$ cat config.mk
export PLATFORM = sky130hd
export DESIGN_NAME = vnos_ctrl
export DESIGN_NICKNAME = d
export VERILOG_FILES = /design/src/hw/rtl/vnos_pkg.sv /design/src/hw/rtl/vnos_ctrl.sv
export SDC_FILE = /design/constraint.sdc
export NUM_CORES = 1
export LEC_CHECK = 0
export ABC_AREA = 1
export BUFFER_PORTS_ARGS = -buffer_cell sky130_fd_sc_hd__buf_2
export CAP_MARGIN = 20
export CORE_AREA = 2 2 60 62
export DETAILED_ROUTE_END_ITERATION = 7
export DIE_AREA = 0 0 62 64
export PLACE_DENSITY = 0.46
export SYNTH_ARGS = -nofsm -noshare
export SYNTH_HDL_FRONTEND = slang
export SYNTH_SLANG_ARGS = --single-unit
$ cat constraint.sdc
create_clock -name clock -period 2.2 [get_ports clock]
set_input_delay 0.11 -clock clock [delete_from_list [all_inputs] [get_ports clock]]
set_output_delay 0.11 -clock clock [all_outputs]
set_load 0.1 [all_outputs]
$ cat src/hw/rtl/vnos_pkg.sv
// ----------------------------------------------------------------------------
// vnos_pkg
// Shared widths, command codes and lattice offset tables for the value
// noise octave sum block.
// ----------------------------------------------------------------------------
package vnos_pkg;

   localparam int COORD_W = 20;   // Q12.8 coordinate
   localparam int FRAC_W  = 16;   // Q0.16 lattice fraction
   localparam int QUOT_W  = COORD_W + FRAC_W;
   localparam int HASH_W  = 32;   // lattice hash and Q1.30 noise
   localparam int SMP_W   = 36;   // smoothed sample, signed Q5.30
   localparam int CUB_W   = 44;   // cubic interpolation values
   localparam int NOISE_W = 40;   // output sum, Q24.16
   localparam int PERS_W  = 16;
   localparam int OCTR_W  = 4;
   localparam int SAMPLES = 7;
   localparam int NBRS    = 9;

   // output saturation limits
   localparam logic signed [NOISE_W+1:0] OUT_MAX = 42'sd549755813887;
   localparam logic signed [NOISE_W+1:0] OUT_MIN = -42'sd549755813888;

   // register map (word index)
   localparam logic REG_PERSISTENCE = 1'b0;
   localparam logic REG_OCTAVES     = 1'b1;

   typedef enum logic [3:0] {
      OP_IDLE,
      OP_LOAD,      // capture coordinates, clear sum, first octave
      OP_DIV,       // start lattice split
      OP_HASH,      // start the 63 lattice hashes
      OP_SETUP_X,   // cubic coefficients, fraction X
      OP_SETUP_Y,   // cubic coefficients, fraction Y
      OP_MUL,       // product = acc * fraction
      OP_ADD_Q,
      OP_ADD_R,
      OP_END_X,     // finish an X run, shift the sample window
      OP_END_Y,     // finish the Y run
      OP_LOAD_Y,    // X results become the Y window
      OP_MUL_HI,    // high half times amplitude
      OP_MUL_LO,    // low half times amplitude
      OP_ACCUM,     // add octave term, next octave
      OP_OUTPUT     // move sum into the result register
   } dp_op_type;

   typedef struct packed {
      dp_op_type op;
   } dp_cmd_type;

   typedef struct packed {
      logic div_busy;
      logic hash_busy;
      logic octave_more;
   } dp_stat_type;

   // sample point offsets around the lattice point
   function automatic logic signed [1:0] sample_dx(input logic [2:0] k);
      case (k)
         3'd0, 3'd1:       sample_dx = -2'sd1;
         3'd4, 3'd6:       sample_dx = 2'sd1;
         default:          sample_dx = 2'sd0;
      endcase
   endfunction

   function automatic logic signed [1:0] sample_dy(input logic [2:0] k);
      case (k)
         3'd0, 3'd2:       sample_dy = -2'sd1;
         3'd5, 3'd6:       sample_dy = 2'sd1;
         default:          sample_dy = 2'sd0;
      endcase
   endfunction

   // 3x3 neighbors: four corners, four sides, then the center
   function automatic logic signed [1:0] nbr_dx(input logic [3:0] j);
      case (j)
         4'd0, 4'd2, 4'd4: nbr_dx = -2'sd1;
         4'd1, 4'd3, 4'd5: nbr_dx = 2'sd1;
         default:          nbr_dx = 2'sd0;
      endcase
   endfunction

   function automatic logic signed [1:0] nbr_dy(input logic [3:0] j);
      case (j)
         4'd0, 4'd1, 4'd6: nbr_dy = -2'sd1;
         4'd2, 4'd3, 4'd7: nbr_dy = 2'sd1;
         default:          nbr_dy = 2'sd0;
      endcase
   endfunction

endpackage

$ cat src/hw/rtl/vnos_ctrl.sv
// ----------------------------------------------------------------------------
// vnos_ctrl
// Sequencer: octave loop, lattice split, hashing, five cubic runs,
// weighting, and the result handshake.
// ----------------------------------------------------------------------------
module vnos_ctrl (
   input  logic                  clock,
   input  logic                  reset,
   input  logic                  req_tvalid,
   output logic                  req_tready,
   output logic                  rsp_tvalid,
   input  logic                  rsp_tready,
   output vnos_pkg::dp_cmd_type  cmd,
   input  vnos_pkg::dp_stat_type stat
);

   typedef enum logic [4:0] {
      S_IDLE, S_CHECK, S_DIV, S_DIV_WAIT, S_HASH, S_HASH_WAIT,
      S_SETUP, S_MUL1, S_ADDQ, S_MUL2, S_ADDR, S_MUL3, S_END,
      S_LOADY, S_MULHI, S_MULLO, S_ACCUM, S_FINISH
   } state_type;

   state_type  state_ff;
   logic [1:0] run_ff;
   logic       yrun_ff;
   logic       valid_ff;

   // command decode
   always_comb begin
      cmd.op = vnos_pkg::OP_IDLE;
      case (state_ff)
         S_IDLE:   if (req_tvalid) cmd.op = vnos_pkg::OP_LOAD;
         S_DIV:    cmd.op = vnos_pkg::OP_DIV;
         S_HASH:   cmd.op = vnos_pkg::OP_HASH;
         S_SETUP:  cmd.op = yrun_ff ? vnos_pkg::OP_SETUP_Y : vnos_pkg::OP_SETUP_X;
         S_MUL1, S_MUL2, S_MUL3: cmd.op = vnos_pkg::OP_MUL;
         S_ADDQ:   cmd.op = vnos_pkg::OP_ADD_Q;
         S_ADDR:   cmd.op = vnos_pkg::OP_ADD_R;
         S_END:    cmd.op = yrun_ff ? vnos_pkg::OP_END_Y : vnos_pkg::OP_END_X;
         S_LOADY:  cmd.op = vnos_pkg::OP_LOAD_Y;
         S_MULHI:  cmd.op = vnos_pkg::OP_MUL_HI;
         S_MULLO:  cmd.op = vnos_pkg::OP_MUL_LO;
         S_ACCUM:  cmd.op = vnos_pkg::OP_ACCUM;
         S_FINISH: if (!valid_ff || rsp_tready) cmd.op = vnos_pkg::OP_OUTPUT;
         default:  cmd.op = vnos_pkg::OP_IDLE;
      endcase
   end

   // state and registered outputs
   always_ff @(posedge clock) begin
      if (reset) begin
         state_ff <= S_IDLE;
         run_ff   <= '0;
         yrun_ff  <= 1'b0;
         valid_ff <= 1'b0;
      end else begin
         // result flag: set when a new result is loaded, cleared when taken
         if (state_ff == S_FINISH && (!valid_ff || rsp_tready)) begin
            valid_ff <= 1'b1;
         end else if (valid_ff && rsp_tready) begin
            valid_ff <= 1'b0;
         end
         case (state_ff)
            S_IDLE:      if (req_tvalid) state_ff <= S_CHECK;
            S_CHECK:     state_ff <= stat.octave_more ? S_DIV : S_FINISH;
            S_DIV:       state_ff <= S_DIV_WAIT;
            S_DIV_WAIT:  if (!stat.div_busy) state_ff <= S_HASH;
            S_HASH:      state_ff <= S_HASH_WAIT;
            S_HASH_WAIT: begin
               if (!stat.hash_busy) begin
                  run_ff   <= '0;
                  yrun_ff  <= 1'b0;
                  state_ff <= S_SETUP;
               end
            end
            S_SETUP:     state_ff <= S_MUL1;
            S_MUL1:      state_ff <= S_ADDQ;
            S_ADDQ:      state_ff <= S_MUL2;
            S_MUL2:      state_ff <= S_ADDR;
            S_ADDR:      state_ff <= S_MUL3;
            S_MUL3:      state_ff <= S_END;
            S_END: begin
               if (yrun_ff) begin
                  state_ff <= S_MULHI;
               end else if (run_ff == 2'd3) begin
                  state_ff <= S_LOADY;
               end else begin
                  run_ff   <= run_ff + 1'b1;
                  state_ff <= S_SETUP;
               end
            end
            S_LOADY: begin
               yrun_ff  <= 1'b1;
               state_ff <= S_SETUP;
            end
            S_MULHI:     state_ff <= S_MULLO;
            S_MULLO:     state_ff <= S_ACCUM;
            S_ACCUM:     state_ff <= S_CHECK;
            S_FINISH: begin
               if (!valid_ff || rsp_tready) begin
                  state_ff <= S_IDLE;
               end
            end
            default:     state_ff <= S_IDLE;
         endcase
      end
   end

   assign req_tready = (state_ff == S_IDLE);
   assign rsp_tvalid = valid_ff;

endmodule

==> impl_metrics.json <==
{
  "outcome": "finished, final reports clean",
  "routedWlPerCell_um": 11.4,
  "async_flop_share": 0,
  "period_share": 0.908,
  "drt_iter0_drc": 41,
  "cts_buffer_depth": 2,
  "ys_seq_area_frac": 0.227,
  "hold_viol_final": 0,
  "grt.total_usage": 0.130,
  "worst_ir_drop_vdd_v": 0.000182,
  "synthCells": 142,
  "drt_wl_total_um": 2300,
  "clk_pin_slew_ps": 60,
  "drive_gt1_frac": 0.148,
  "finalCriticalPeriod_ps": 2000,
  "synthesis.area_um2": 792,
  "yosysUniqueCellTypes": 23,
  "first_pass_iters": 4,
  "drc_errors": 0,
  "coreArea_mm2": 0.00328,
  "critPathMaxFanout": 13,
  "critPathTopFamily": "simple AND/OR/NAND/NOR gates",
  "dpl_worst_slack_ps": 349,
  "grt_setup_unrepaired": "false",
  "grt.overflow.total": 0,
  "tns_ps": 0,
  "vias_per_cell": 4.51,
  "min_path_type": "input port to register",
  "numClockSinks": 9,
  "worstPathCellList": "inv_1 -> nand2_1 -> nor4_1 -> nand2_1 -> nand4_1 -> buf_12",
  "cts_tree": "yes",
  "dieArea_mm2": 0.00397,
  "n_antenna_cell": 0,
  "critPathLaunchType": "register",
  "drv_slew": 0,
  "r2r_end": "state_ff[1]",
  "p_leak_nw": 0.456,
  "finalNetCount": 164,
  "drv_cap": 0,
  "gp_congestion": 0.853,
  "postRouteAntennaNets": 0,
  "cp-end-kind": "output port",
  "syn_nets": 150,
  "power_density_mw_per_mm2": 728,
  "fin_ws_ps": 202,
  "cp_common_cell": "nand2_1",
  "grt_max_degree": 14,
  "post-dp-hpwl_um": 1910,
  "clock_latency_ps": 260,
  "synth_edf_count": 0,
  "critPathSlowestCell": "nor4_1",
  "fp.dieH_um": 64,
  "tightest_slew_ps": 485,
  "antenna_found_initial": 0,
  "crit_type": "register to output port",
  "grt_pass1_vias": 829,
  "io-pin-count": 13,
  "die_x_um": 62,
  "critical_path.startpoint": "state_ff[4]",
  "start_util": 0.241,
  "fin_util": 0.298,
  "yosys_warnings": 0,
  "rows": 21,
  "r2r_start": "state_ff[4]",
  "max_freq_mhz": 501,
  "synth_flop_cell": "dfxtp_1",
  "worstRegToRegCells": 9,
  "ys_ff_latch": 9,
  "cts_root_buffer": "clkbuf_4",
  "skew_ps": 0.146,
  "port_buffers": 12,
  "cts_made_buffers": 3,
  "slew-limit-headroom": 0.679,
  "crit_path_end": "cmd[0]",
  "critPathRequiredTime_ps": 2090,
  "cp.buffers_inverters": 2,
  "setup_viol_count_final": 0,
  "worstSetupPathDepth": 6,
  "arrival_ps": 1890,
  "synth_area_per_cell_um2": 5.58,
  "cpPeakStageDelay_ps": 370,
  "via_count": 906,
  "area_growth_pct": 23.5,
  "htreeDepth": 1,
  "r2r_slack_ps": 580,
  "grt_pass1_wl_um": 3800
}
per-layer routing:
metal,track usage,wire [um],up-vias
met5,0,0,-
met4,0.0585,47,0
met3,0.0121,54,4
met2,0.176,1030,17
met1,0.201,1170,405
li1,-,-,480
cell families after synthesis:
logic type	after synthesis	synth area share
and+or+nand+nor	93	0.526
buffers and inverters	24	0.131
AOI/OAI and AO/OA	15	0.0995
DFF	9	0.227
adders and majority gates	1	0.0158
state kept, by name (all words and copies together), names as in the netlist:
signal and count:
rsp_tvalid 1, yrun_ff 1, run_ff 2, state_ff 5
worst min-delay path by stage:
stage	startpoint	end	slack, ps	depth (start not counted)
finish	reset	state_ff[0]	130	2
detailed placement	reset	state_ff[0]	410	2
global route	reset	state_ff[0]	140	2
floorplan	stat[2]	state_ff[1]	300	2
CTS	reset	state_ff[0]	140	2
global placement	reset	yrun_ff	410	2
power breakdown:
part | total (mW) | internal [mW] | switching, mW
combinational | 0.383 | 0.106 | 0.277
sequential | 0.195 | 0.174 | 0.0210
clock | 0.134 | 0.0702 | 0.0639
synth_stat cells (2+ instances only):
| library cell | n | share of area |
|---|---|---|
| nand2_1 | 34 | 0.16 |
| nor2_1 | 30 | 0.14 |
| inv_1 | 21 | 0.10 |
| nand3_1 | 13 | 0.082 |
| dfxtp_1 | 9 | 0.23 |
| a21oi_1 | 8 | 0.051 |
| o21ai_0 | 5 | 0.032 |
| nand4_1 | 4 | 0.032 |
| nand3b_1 | 3 | 0.028 |
| nor3_1 | 2 | 0.013 |
stage by stage:
stage                     cell area, um^2  hold WS, ps  instances  total power [mW]
after floorplan                       806          298        142             0.496
after global placement                943          415        197             0.579
after detailed placement              943          415        197             0.577
after CTS                             970          135        201             0.709
after global routing                  978          138        201             0.750
final                                 978          129        201             0.712
placed cells by master (no fill, tap or decap), types with 3 or more instances in the layout:
master,netlist,layout
o21ai_0,5,5
dfxtp_1,9,7
nor2_1,30,29
nand2_1,34,34
clkbuf_4,0,4
nand3_1,13,13
buf_12,0,3
nand4_1,4,4
nor2_4,1,3
nand3b_1,3,3
buf_2,0,8
a21oi_1,8,8
inv_1,21,21
area by class of cell:
| type | instances | area [um^2] |
|---|---|---|
| Clock buffer | 4 | 26.3 |
| Timing Repair Buffer | 12 | 108 |
| Inverter | 21 | 78.8 |
| Multi-Input combinational cell | 109 | 526 |
| Sequential cell | 9 | 183 |
| Tap cell | 46 | 57.6 |
| Fill cell | 396 | 2310 |
timing repair:
item                                    in CTS  in global routing
resized for setup                            0                  3
setup buffers                                0                  0
hold buffers                                 0                  0
endpoints found under the setup margin       0                  4
(Power assumes the default switching activity.)
